[config.mk]
export PLATFORM = sky130hd
export DESIGN_NAME = timed_lift_actuator_controller_core
export DESIGN_NICKNAME = d
export VERILOG_FILES = /design/src/hw/rtl/tlac_pkg.sv /design/src/hw/rtl/tlac_step.sv /design/src/hw/rtl/timed_lift_actuator_controller_core.sv
export SDC_FILE = /design/constraint.sdc
export NUM_CORES = 1
export LEC_CHECK = 0
export BUFFER_PORTS_ARGS = -buffer_cell sky130_fd_sc_hd__buf_2
export CORE_MARGIN = 2
export CORE_UTILIZATION = 61
export CTS_CLUSTER_DIAMETER = 40
export CTS_CLUSTER_SIZE = 10
export DETAILED_ROUTE_END_ITERATION = 8
export GPL_ROUTABILITY_DRIVEN = 0
export HOLD_SLACK_MARGIN = 0.08
export PLACE_DENSITY = 0.79
export SYNTH_ARGS = -nofsm -noshare
export SYNTH_HDL_FRONTEND = slang
export SYNTH_SLANG_ARGS = --single-unit
[constraint.sdc]
create_clock -name i_clk -period 9.3 [get_ports i_clk]
set_input_delay 1.395 -clock i_clk [delete_from_list [all_inputs] [get_ports i_clk]]
set_output_delay 1.395 -clock i_clk [all_outputs]
set_load 0.01 [all_outputs]
[src/hw/rtl/tlac_pkg.sv]
// tlac_pkg: shared types and codes for the timed lift actuator controller.
// Transfer structs, configuration block, register indexes and drive/status codes.
// No dependencies.
`timescale 1ns / 1ps

package tlac_pkg;

    localparam int unsigned CFG_INDEX_W = 3;
    localparam int unsigned CFG_DATA_W  = 16;

    localparam logic [CFG_INDEX_W-1:0] C_REG_CURRENT_LIMIT = 3'd0;
    localparam logic [CFG_INDEX_W-1:0] C_REG_OC_HOLD       = 3'd1;
    localparam logic [CFG_INDEX_W-1:0] C_REG_MOVE_DURATION = 3'd2;
    localparam logic [CFG_INDEX_W-1:0] C_REG_SETTLE_DELAY  = 3'd3;
    localparam logic [CFG_INDEX_W-1:0] C_REG_REVERSE_DIR   = 3'd4;

    localparam logic [15:0] C_RST_CURRENT_LIMIT = 16'd2000;
    localparam logic [15:0] C_RST_OC_HOLD       = 16'd1000;
    localparam logic [15:0] C_RST_MOVE_DURATION = 16'd9000;
    localparam logic [15:0] C_RST_SETTLE_DELAY  = 16'd2000;

    localparam logic C_CMD_RAISE = 1'b0;
    localparam logic C_CMD_LOWER = 1'b1;

    localparam logic [1:0] C_DRIVE_STOP = 2'd0;
    localparam logic [1:0] C_DRIVE_DIR1 = 2'd1;
    localparam logic [1:0] C_DRIVE_DIR2 = 2'd2;

    localparam logic [1:0] C_STATUS_RAISED  = 2'd0;
    localparam logic [1:0] C_STATUS_LOWERED = 2'd1;
    localparam logic [1:0] C_STATUS_MOVING  = 2'd2;

    typedef struct packed {
        logic [31:0] now_ms;
        logic [15:0] motor_current_raw;
        logic        lift_command;
        logic        key_off;
        logic        emergency_stop;
    } t_in_item;

    typedef struct packed {
        logic [1:0] drive_code;
        logic [1:0] position_status;
        logic       overcurrent;
    } t_out_item;

    typedef struct packed {
        logic [15:0] current_limit_ma;
        logic [15:0] overcurrent_hold_ms;
        logic [15:0] move_duration_ms;
        logic [15:0] settle_delay_ms;
        logic        reverse_direction;
    } t_cfg;

endpackage

[src/hw/rtl/tlac_step.sv]
// tlac_step: controller state and the per-step update (overcurrent, key-off, move timing).
// Depends on tlac_pkg.
`timescale 1ns / 1ps

module tlac_step (
    input  logic              i_clk,
    input  logic              i_rst_n,
    input  logic              i_en,
    input  tlac_pkg::t_in_item i_item,
    input  tlac_pkg::t_cfg    i_cfg,
    output tlac_pkg::t_out_item o_result
);

    logic        r_move_done;
    logic        r_active;
    logic [31:0] r_move_start;
    logic [31:0] r_below_limit;
    logic        r_fault;
    logic [1:0]  r_drive;
    logic [1:0]  r_status;

    logic        n_move_done;
    logic        n_active;
    logic [31:0] n_move_start;
    logic [31:0] n_below_limit;
    logic        n_fault;
    logic [1:0]  n_drive;
    logic [1:0]  n_status;

    logic [18:0] current_ma;
    logic [31:0] above_time;
    logic [31:0] elapsed;
    logic [31:0] settle_elapsed;
    logic        cmd;

    always_comb begin
        n_move_done   = r_move_done;
        n_active      = r_active;
        n_move_start  = r_move_start;
        n_below_limit = r_below_limit;
        n_fault       = r_fault;
        n_drive       = r_drive;
        n_status      = r_status;

        current_ma = ({3'b000, i_item.motor_current_raw} << 2)
                   + {3'b000, i_item.motor_current_raw};
        above_time = i_item.now_ms - r_below_limit;
        if (current_ma > {3'b000, i_cfg.current_limit_ma}) begin
            if (above_time > {16'd0, i_cfg.overcurrent_hold_ms}) begin
                n_fault = 1'b1;
            end
        end else begin
            n_below_limit = i_item.now_ms;
        end

        cmd = i_item.lift_command;
        if (i_item.key_off && !i_item.emergency_stop) begin
            cmd = tlac_pkg::C_CMD_RAISE;
        end

        if (r_move_done && (r_active != cmd)) begin
            n_move_done  = 1'b0;
            n_active     = cmd;
            n_move_start = i_item.now_ms;
            n_status     = tlac_pkg::C_STATUS_MOVING;
        end

        elapsed = i_item.now_ms - n_move_start;
        if (!n_move_done && (elapsed <= {16'd0, i_cfg.move_duration_ms})) begin
            if (i_item.emergency_stop) begin
                if (r_drive != tlac_pkg::C_DRIVE_STOP) begin
                    n_active = tlac_pkg::C_CMD_RAISE;
                end
                n_drive      = tlac_pkg::C_DRIVE_STOP;
                n_move_start = i_item.now_ms;
            end else if ((n_active == tlac_pkg::C_CMD_LOWER) != i_cfg.reverse_direction) begin
                n_drive = tlac_pkg::C_DRIVE_DIR2;
            end else begin
                n_drive = tlac_pkg::C_DRIVE_DIR1;
            end
            settle_elapsed = i_item.now_ms - n_move_start;
            if (settle_elapsed > {16'd0, i_cfg.settle_delay_ms}) begin
                n_status = (n_active == tlac_pkg::C_CMD_LOWER) ? tlac_pkg::C_STATUS_LOWERED
                                                               : tlac_pkg::C_STATUS_RAISED;
            end
        end else begin
            settle_elapsed = elapsed;
            n_move_done    = 1'b1;
            n_drive        = tlac_pkg::C_DRIVE_STOP;
            n_status       = (n_active == tlac_pkg::C_CMD_LOWER) ? tlac_pkg::C_STATUS_LOWERED
                                                                 : tlac_pkg::C_STATUS_RAISED;
        end
    end

    always_ff @(posedge i_clk) begin
        if (!i_rst_n) begin
            r_move_done   <= 1'b0;
            r_active      <= tlac_pkg::C_CMD_LOWER;
            r_move_start  <= '0;
            r_below_limit <= '0;
            r_fault       <= 1'b0;
            r_drive       <= tlac_pkg::C_DRIVE_STOP;
            r_status      <= tlac_pkg::C_STATUS_RAISED;
        end else if (i_en) begin
            r_move_done   <= n_move_done;
            r_active      <= n_active;
            r_move_start  <= n_move_start;
            r_below_limit <= n_below_limit;
            r_fault       <= n_fault;
            r_drive       <= n_drive;
            r_status      <= n_status;
        end
    end

    assign o_result.drive_code      = n_drive;
    assign o_result.position_status = n_status;
    assign o_result.overcurrent     = n_fault;

    a_fault_sticky: assert property (@(posedge i_clk) disable iff (!i_rst_n)
        r_fault |=> r_fault)
        else $error("overcurrent fault cleared without reset");

    a_done_stopped: assert property (@(posedge i_clk) disable iff (!i_rst_n)
        r_move_done |-> (r_drive == tlac_pkg::C_DRIVE_STOP))
        else $error("drive running after move finished");

    a_no_drive_code3: assert property (@(posedge i_clk) disable iff (!i_rst_n)
        r_drive != 2'd3)
        else $error("illegal drive code held");

endmodule

[src/hw/rtl/timed_lift_actuator_controller_core.sv]
// timed_lift_actuator_controller_core: top level with input/result registers and config regs.
// Depends on tlac_pkg and tlac_step.
`timescale 1ns / 1ps

// Each item passes through the input register, then the result register, before its result transfer.
// Throughput: one item per cycle while the result is not stalled; the controller state updates once per item.
// Input stalls only while both stages hold items and the result is stalled.
// Reset (synchronous, active low): config regs to defaults, controller state to an
// unfinished lower move started at time 0, both pipeline stages empty.

module timed_lift_actuator_controller_core (
    input  logic                                  i_clk,
    input  logic                                  i_rst_n,
    input  logic                                  i_in_valid,
    output logic                                  o_in_stall,
    input  tlac_pkg::t_in_item                    i_in_data,
    output logic                                  o_out_valid,
    input  logic                                  i_out_stall,
    output tlac_pkg::t_out_item                   o_out_data,
    input  logic                                  i_cfg_valid,
    output logic                                  o_cfg_ready,
    input  logic [tlac_pkg::CFG_INDEX_W-1:0]      i_cfg_index,
    input  logic [tlac_pkg::CFG_DATA_W-1:0]       i_cfg_data
);

    tlac_pkg::t_cfg      r_cfg;
    logic                r_in_valid;
    tlac_pkg::t_in_item  r_in_data;
    logic                r_out_valid;
    tlac_pkg::t_out_item r_out_data;
    tlac_pkg::t_out_item step_result;
    logic                out_load;
    logic                in_load;
    logic                step_en;

    assign out_load    = !r_out_valid || !i_out_stall;
    assign step_en     = r_in_valid && out_load;
    assign in_load     = !r_in_valid || out_load;
    assign o_in_stall  = !in_load;
    assign o_cfg_ready = 1'b1;

    always_ff @(posedge i_clk) begin
        if (!i_rst_n) begin
            r_cfg.current_limit_ma    <= tlac_pkg::C_RST_CURRENT_LIMIT;
            r_cfg.overcurrent_hold_ms <= tlac_pkg::C_RST_OC_HOLD;
            r_cfg.move_duration_ms    <= tlac_pkg::C_RST_MOVE_DURATION;
            r_cfg.settle_delay_ms     <= tlac_pkg::C_RST_SETTLE_DELAY;
            r_cfg.reverse_direction   <= 1'b0;
        end else if (i_cfg_valid && o_cfg_ready) begin
            unique case (i_cfg_index)
                tlac_pkg::C_REG_CURRENT_LIMIT: r_cfg.current_limit_ma    <= i_cfg_data;
                tlac_pkg::C_REG_OC_HOLD:       r_cfg.overcurrent_hold_ms <= i_cfg_data;
                tlac_pkg::C_REG_MOVE_DURATION: r_cfg.move_duration_ms    <= i_cfg_data;
                tlac_pkg::C_REG_SETTLE_DELAY:  r_cfg.settle_delay_ms     <= i_cfg_data;
                tlac_pkg::C_REG_REVERSE_DIR:   r_cfg.reverse_direction   <= i_cfg_data[0];
                default: ;
            endcase
        end
    end

    always_ff @(posedge i_clk) begin
        if (!i_rst_n) begin
            r_in_valid  <= 1'b0;
            r_out_valid <= 1'b0;
        end else begin
            if (in_load) begin
                r_in_valid <= i_in_valid;
            end
            if (out_load) begin
                r_out_valid <= r_in_valid;
            end
        end
    end

    always_ff @(posedge i_clk) begin
        if (in_load && i_in_valid) begin
            r_in_data <= i_in_data;
        end
        if (step_en) begin
            r_out_data <= step_result;
        end
    end

    tlac_step u_step (
        .i_clk    (i_clk),
        .i_rst_n  (i_rst_n),
        .i_en     (step_en),
        .i_item   (r_in_data),
        .i_cfg    (r_cfg),
        .o_result (step_result)
    );

    assign o_out_valid = r_out_valid;
    assign o_out_data  = r_out_data;

    a_stall_only_when_full: assert property (@(posedge i_clk) disable iff (!i_rst_n)
        o_in_stall |-> (r_in_valid && r_out_valid))
        else $error("input stalled with free pipeline stage");

    a_status_code: assert property (@(posedge i_clk) disable iff (!i_rst_n)
        o_out_valid |-> (o_out_data.position_status != 2'd3))
        else $error("illegal run status in result");

    a_drain_moves: assert property (@(posedge i_clk) disable iff (!i_rst_n)
        (r_in_valid && !i_out_stall) |=> o_out_valid)
        else $error("pending item not moved to result register");

endmodule

==> out/results.tsv, run 1 <==
stage	metric	value	unit
die	die_x	167	um
placed_design	placed_cells_incl_taps	2404	
power_and_ir_drop	leakage	0.00684	uW
power_and_ir_drop	ir_drop	0.118	mV
routing	ant_nets	0	
clock_network	cts-root-buf	clkbuf_16	
grt	grt_overflow	0	
power_and_ir_drop	powerDensity	148	nW/um2
timing	max_freq	0.139	GHz
yosys	seq_area_frac_synth	27.6	%
worst_setup_path	critPathLaunchType	flip-flop	
min_path	min-delay-start	r_cfg[16]	
timing	rsz0062_at_grt	no	
grt	grt_pass1_vias	14495	
status	status	finished, final reports clean	
yosys	yosys_warnings	0	
timing	hold_violations	0	
grt	grt_start_max_net_pins	128	
final_layout	layout.nets	2316	
worst_setup_path	cp.required	9630	ps
routing	drt_first_pass_iters	6	
placed_design	place_hpwl	34700	um
timing	slew_headroom	21.8	%
yosys	syn_area	16100	um2
worst_setup_path	r2r-start	r_in_data[0]	
routing	drc_errors	0	
die	die_h	167	um
worst_setup_path	worst-setup-path-type	reg2reg	
worst_setup_path	critical-path-max-stage-delay	610	ps
grt	antenna_found_initial	0	
grt	gr-usage-all-layers	32.5	%
clock_network	cts_tree	done	
die	die_area	27700	um2
worst_setup_path	setup.worst_path.end_class	flip-flop	
timing	fin_crit_sh	77.4	%
clock_network	ctsResizeCount	0	
yosys	synth.net_count	2305	
clock_network	post_cts_buffers	0	
yosys	synth_edf_count	56	
routing	drt_wl_total	46100	um
worst_setup_path	crit_top_cell	o21ai_0	
clock_network	holdBufCountCts	0	
routing	vias	15647	
worst_setup_path	rrSetupSlack	2110	ps
worst_setup_path	r2r_end	u_step.r_status[0]	
min_path	worstHoldPathCells	2	
clock_network	clkLatencyLatePin	450	ps
final_layout	syn_to_final_growth	6.80	%
worst_setup_path	worst-r2r-cell-count	29	
routing	drt_iter0_drc	1600	
clock_network	cts_buffers	17	
timing	worstMarginPinSlew	1170	ps
timing	final-max-slew-violation-count	0	
clock_network	h-tree-depth	4	
min_path	min_to	r_cfg[16]	
grt	grt_pass1_wl	73800	um
yosys	netlist_instances	2077	
timing	tns	0	ps
yosys	synthArstFlopShare	0	%
placed_design	numPortBuffers	81	
timing	fin_crit	7190	ps
clock_network	clock-sinks	194	
timing	skew	14.6	ps
min_path	hold_class	reg2reg	
final_layout	final_cells	2436	
final_layout	antenna_cells	0	
yosys	ys_seq_elements	194	
timing	finalSetupViolCount	0	
routing	detail_route.vias_per_cell	6.42	
die	initial_core_util	62.0	%
yosys	synth_cell_type_count	94	
routing	wire_per_inst	18.9	um
clock_network	clk_path_buf_depth	2	
final_layout	drive_gt1_share	7.14	%
die	io_pins	83	
die	rows	59	
final_layout	final_area	17200	um2
placed_design	place_ws	2290	ps
worst_setup_path	crit_fanout	13	
yosys	synth_flop_cell	dfxtp_1	
die	core	26000	um2
worst_setup_path	arrival	7530	ps
timing	fin_ws	2110	ps
worst_setup_path	cp_slowest_cell	edfxtp_1	
yosys	avgSynthCellArea	7.76	um2
final_layout	fillerInstances	2232	
clock_network	clk_pin_slew_worst_paths	80	ps
flow_run	maxCapViolCount	0	
placed_design	place_area	16600	um2
worst max-delay path: cells and delay by family (launching register included):
| kind | cells | cell delay (ps) |
|---|---|---|
| fa+ha+maj | 2 | 550 |
| buf+inv | 1 | 70 |
| flops | 1 | 610 |
| simple gates | 9 | 1930 |
| compound gates | 17 | 3890 |
final cells by class:
class / count / area [um2] / share of cell area (%)
multi-input cells: 1627 / 10700 / 62.2
flip-flops and latches: 194 / 4440 / 25.8
repair buffers: 89 / 468 / 2.72
clock inverters: 10 / 98.8 / 0.574
clock buffers: 22 / 475 / 2.76
inverters: 159 / 597 / 3.47
well taps: 335 / 419 / 2.43
logic make-up after synthesis:
kind of cell / after synthesis / share of synthesized area [%]
multiplexers: 50 / 3.15
other: 1 / 0.0233
XOR/XNOR: 66 / 3.68
flip-flops: 194 / 27.6
buffers and inverters: 256 / 6.05
AND/OR/NAND/NOR: 750 / 22.4
AO/OA/AOI/OAI: 607 / 25.1
adder cells (fa/ha/maj): 153 / 12.0
Yosys cell counts (46+ instances only):
master      n  area [um2]
nor2_1    117         439
a21oi_1   129         646
clkbuf_1   78         293
nand3_1    72         360
nand2_1   312        1170
inv_1     158         593
o21ai_0   120         601
ha_1      151        1890
edfxtp_1   56        1680
dfxtp_1   138        2760
a21boi_0   47         353
xnor2_1    46         403
metal layers:
layer / global-route usage (%) / part of all wire, % / wire length [um] / up-vias
met2: 52.2 / 45 / 20700 / 707
met5: 0 / 0 / 0 / -
met1: 43.7 / 43 / 19900 / 7274
li1: - / - / - / 7525
met4: 14.0 / 4.3 / 1980 / 0
met3: 5.01 / 7.6 / 3500 / 141
metrics by stage:
stage	utilization, %	total power, uW	hold slack, ps
global route	66.2	2690	495
global placement	64.0	1770	447
detailed placement	64.0	1790	458
CTS	66.2	2540	468
finish	66.2	2560	464
floorplan	-	1580	435
power breakdown:
| part | switching (uW) | leakage, uW | internal, uW | total (uW) |
|---|---|---|---|---|
| clock | 353 | 0.000287 | 397 | 750 |
| sequential | 36.4 | 0.00166 | 904 | 940 |
| combinational | 531 | 0.00489 | 335 | 865 |
placed cells by master, fill, tap and decap left out, types with 13 or more instances in the layout:
master / synthesis / final
a211oi_1: 16 / 16
a21boi_0: 47 / 47
a21o_1: 38 / 38
a21oi_1: 129 / 129
a31oi_1: 38 / 38
and3_1: 19 / 19
buf_2: 9 / 80
clkbuf_16: 0 / 18
dfxtp_1: 138 / 138
edfxtp_1: 56 / 56
ha_1: 151 / 151
inv_1: 158 / 158
mux2i_1: 44 / 44
nand2_1: 312 / 312
nand2b_1: 29 / 29
nand3_1: 72 / 72
nand4_1: 36 / 36
nor2_1: 117 / 117
nor2b_1: 34 / 33
nor3_1: 28 / 28
o211ai_1: 33 / 33
o21a_1: 33 / 33
o21ai_0: 120 / 120
o21bai_1: 18 / 18
o31ai_1: 13 / 13
or2_0: 19 / 19
xnor2_1: 46 / 46
xor2_1: 18 / 18
worst max-delay path by stage:
stage	startpoint	end	slack, ps	cells past startpoint
global route	r_in_data[0]	u_step.r_status[0]	1670	29
global placement	r_in_data[0]	u_step.r_status[0]	2600	29
CTS	r_in_data[0]	u_step.r_status[0]	2210	29
floorplan	r_in_data[0]	u_step.r_status[0]	2750	33
detailed placement	r_in_data[0]	u_step.r_status[0]	2290	29
finish	r_in_data[0]	u_step.r_status[0]	2110	29
flip-flops by register name, indices dropped and copies added, names as in the netlist, 2 cells and up:
signal                count
u_step.r_status           2
o_out_data                5
r_in_data                51
u_step.r_drive            2
u_step.r_below_limit     32
u_step.r_move_start      32
r_cfg                    65
(Power assumes the default switching activity.)
==> inputs of run 2 (changes only) <==
--- a/config.mk
+++ b/config.mk
@@ -7,13 +7,13 @@
 export LEC_CHECK = 0
 export BUFFER_PORTS_ARGS = -buffer_cell sky130_fd_sc_hd__buf_2
 export CORE_MARGIN = 2
-export CORE_UTILIZATION = 61
+export CORE_UTILIZATION = 57
 export CTS_CLUSTER_DIAMETER = 40
 export CTS_CLUSTER_SIZE = 10
 export DETAILED_ROUTE_END_ITERATION = 8
 export GPL_ROUTABILITY_DRIVEN = 0
 export HOLD_SLACK_MARGIN = 0.08
-export PLACE_DENSITY = 0.79
+export PLACE_DENSITY = 0.78
 export SYNTH_ARGS = -nofsm -noshare
 export SYNTH_HDL_FRONTEND = slang
 export SYNTH_SLANG_ARGS = --single-unit
==> constraint.sdc (replaced) <==
create_clock -name i_clk -period 5.85 [get_ports i_clk]
set_input_delay 0.8775 -clock i_clk [delete_from_list [all_inputs] [get_ports i_clk]]
set_output_delay 0.8775 -clock i_clk [all_outputs]
set_load 0.01 [all_outputs]
==> out/results.tsv, run 2 (synthesis gave the netlist of run 1 again) <==
stage	metric	value	unit	change
status	status	complete, but fails checks		
status	violations	negative setup slack		
worst_setup_path	r2r_end	o_out_data[1]		
worst_setup_path	worst-setup-path-type	reg2reg		
power_and_ir_drop	powerDensity	234	nW/um2	+57%
worst_setup_path	r2r-start	r_in_data[0]		
worst_setup_path	setup.worst_path.end_class	flip-flop		
worst_setup_path	crit_fanout	3		-10
clock_network	cts_buffers	17		unchanged
min_path	worstHoldPathCells	2		unchanged
clock_network	clk_pin_slew_worst_paths	90	ps	about the same
timing	worstMarginPinSlew	1000	ps	-170 ps
timing	rsz0062_at_grt	yes		
power_and_ir_drop	intPower	2690	uW	+65%
final_layout	final_area	18100	um2	+5.2%
placed_design	place_ws	-81.0	ps	-2370 ps
routing	drt_iter0_drc	1978		+24%
clock_network	h-tree-depth	4		unchanged
grt	grt_overflow	0		unchanged
routing	drt_wl_total	47700	um	+3.6%
timing	max_freq	0.170	GHz	+22%
routing	vias	16107		+2.9%
worst_setup_path	critical-path-max-stage-delay	550	ps	-60 ps
final_layout	layout.nets	2386		+3.0%
grt	grt_start_max_net_pins	100		-22%
flow_run	maxCapViolCount	0		unchanged
placed_design	numPortBuffers	81		unchanged
grt	gr-usage-all-layers	31.7	%	-0.78 points
final_layout	final_cell_mix	nand2_1, inv_1, ha_1		
power_and_ir_drop	pwr-share-clk	29.8	%	+0.4 points
die	io_pins	83		unchanged
worst_setup_path	critPathLaunchType	flip-flop		
power_and_ir_drop	ir_drop	0.218	mV	+84%
routing	drc_errors	0		unchanged
min_path	hold_class	reg2reg		
final_layout	drive_gt1_share	11.9	%	+4.8 points
clock_network	clock-sinks	194		unchanged
power_and_ir_drop	p_seq_share	35.3	%	-1.5 points
routing	drt_first_pass_iters	6		unchanged
die	die_x	172	um	+3.4%
grt	antenna_found_initial	0		unchanged
final_layout	syn_to_final_growth	12.4	%	
die	core	27800	um2	+6.9%
clock_network	cts_tree	done		
timing	finalSetupViolCount	4		+4
final_layout	fillerInstances	2401		+7.6%
placed_design	place_area	17200	um2	+3.1%
die	rows	61		+3.4%
worst_setup_path	cp.required	6080	ps	-3550 ps
final_layout	antenna_cells	0		unchanged
timing	hold_violations	0		unchanged
final_layout	regMostFlops	r_cfg		
clock_network	cts-root-buf	clkbuf_16		
clock_network	holdBufCountCts	0		unchanged
timing	fin_ws	-29.1	ps	-2130 ps
routing	detail_route.vias_per_cell	6.32		-1.6%
worst_setup_path	crit_top_cell	buf_4		
power_and_ir_drop	power_switching	1540	uW	+68%
final_layout	largest_reg_flops	65		unchanged
min_path	min-delay-start	r_cfg[19]		
worst_setup_path	arrival	6110	ps	-1420 ps
timing	holdWs	472	ps	+8.29 ps
worst_setup_path	cp_slowest_cell	or4_4		
timing	final-max-slew-violation-count	0		unchanged
worst_setup_path	rrSetupSlack	-30	ps	-2130 ps
timing	fin_crit_sh	100	%	+23 points
die	die_h	172	um	+3.4%
grt	grt_pass1_vias	14691		+1.4%
die	die_area	29600	um2	+6.9%
final_layout	final_util	65.2	%	-1.0 points
die	initial_core_util	58.0	%	-4.0 points
routing	ant_nets	0		unchanged
timing	slew_headroom	33.1	%	+11 points
final_layout	final_common_cell	nand2_1		
worst_setup_path	worst-r2r-cell-count	29		unchanged
power_and_ir_drop	sw_frac_of_total	36.4	%	+0.41 points
clock_network	clkLatencyLatePin	470	ps	+20 ps
min_path	min_to	r_cfg[19]		
grt	grt_pass1_wl	74300	um	+0.79%
final_layout	reg_top3	r_cfg (65), r_in_data (51)		
clock_network	clk_path_buf_depth	2		unchanged
power_and_ir_drop	comb_power_share	34.9	%	+1.0 points
timing	skew	14.7	ps	+0.157 ps
power_and_ir_drop	leakage	0.00729	uW	+6.7%
placed_design	place_hpwl	36000	um	+3.7%
routing	wire_per_inst	18.7	um	-0.97%
timing	tns	-64.7	ps	-64.7 ps
timing	fin_crit	5880	ps	-1320 ps
[run 2: cell types whose count changed in the layout (fill, tap and decap cells not counted), sizes merged]
cell      previous run  this run
clkinvlp             0         1
clkbuf              22        19
inv                164       166
buf                 89       159
[run 2: layer usage]
metal	vias to the layer above	global-route usage [%]	routed length [um]
met5	-	0	0
met4	0	13.1	1890
met1	7522	41.8	20000
met3	154	5.26	4080
li1	7687	-	-
met2	744	51.6	21800
[run 2: stage by stage]
| step | std cells | power, uW |
|---|---|---|
| final | 2549 | 4230 |
| after global placement | 2497 | 2860 |
| after CTS | 2540 | 4170 |
| after floorplan | 2077 | 2520 |
| after detailed placement | 2497 | 2900 |
| after global routing | 2549 | 4450 |
[run 2: how the worst max path moves through the flow]
stage | startpoint | to | slack, ps | depth (start not counted)
floorplan | r_in_data[0] | o_out_data[1] | -20 | 32
global placement | r_in_data[0] | o_out_data[1] | 40 | 27
detailed placement | r_in_data[0] | o_out_data[1] | -80 | 30
CTS | r_in_data[0] | o_out_data[1] | 8 | 28
global route | r_in_data[0] | o_out_data[1] | -310 | 28
finish | r_in_data[0] | o_out_data[1] | -30 | 29
[run 2: area by class of cell]
| type | count | area [um2] | share of cell area [%] |
|---|---|---|---|
| Multi-Input combinational cell | 1627 | 10900 | 60.4 |
| Timing Repair Buffer | 159 | 1030 | 5.68 |
| Sequential cell | 194 | 4440 | 24.5 |
| Clock buffer | 19 | 475 | 2.62 |
| Clock inverter | 13 | 156 | 0.863 |
| Tap cell | 378 | 473 | 2.61 |
| Inverter | 159 | 599 | 3.31 |
[run 2: critical path, delay by kind of cell, from the launching register on]
kind	cells	cell delay [ps]
buffers and inverters	4	570
DFF	1	390
adders and majority gates	2	500
AOI/OAI and AO/OA	16	2770
muxes	1	150
and+or+nand+nor	6	1240
[run 2: power by group through the flow]
stage | registers, uW | logic, uW | clock network, uW
2_1_floorplan | 1500 | 1020 | 0
3_3_place_gp | 1520 | 1340 | 0
3_5_place_dp | 1520 | 1380 | 0
4_1_cts | 1490 | 1410 | 1270
5_1_grt | 1500 | 1620 | 1330
6_report | 1490 | 1480 | 1260
[run 2: timing repair]
action	CTS	global route
gates resized for setup	12	28
buffers inserted	12	9
gates cloned	0	0
setup endpoints to repair	4	41
pin swaps	19	25
endpoints found under the hold margin	0	0
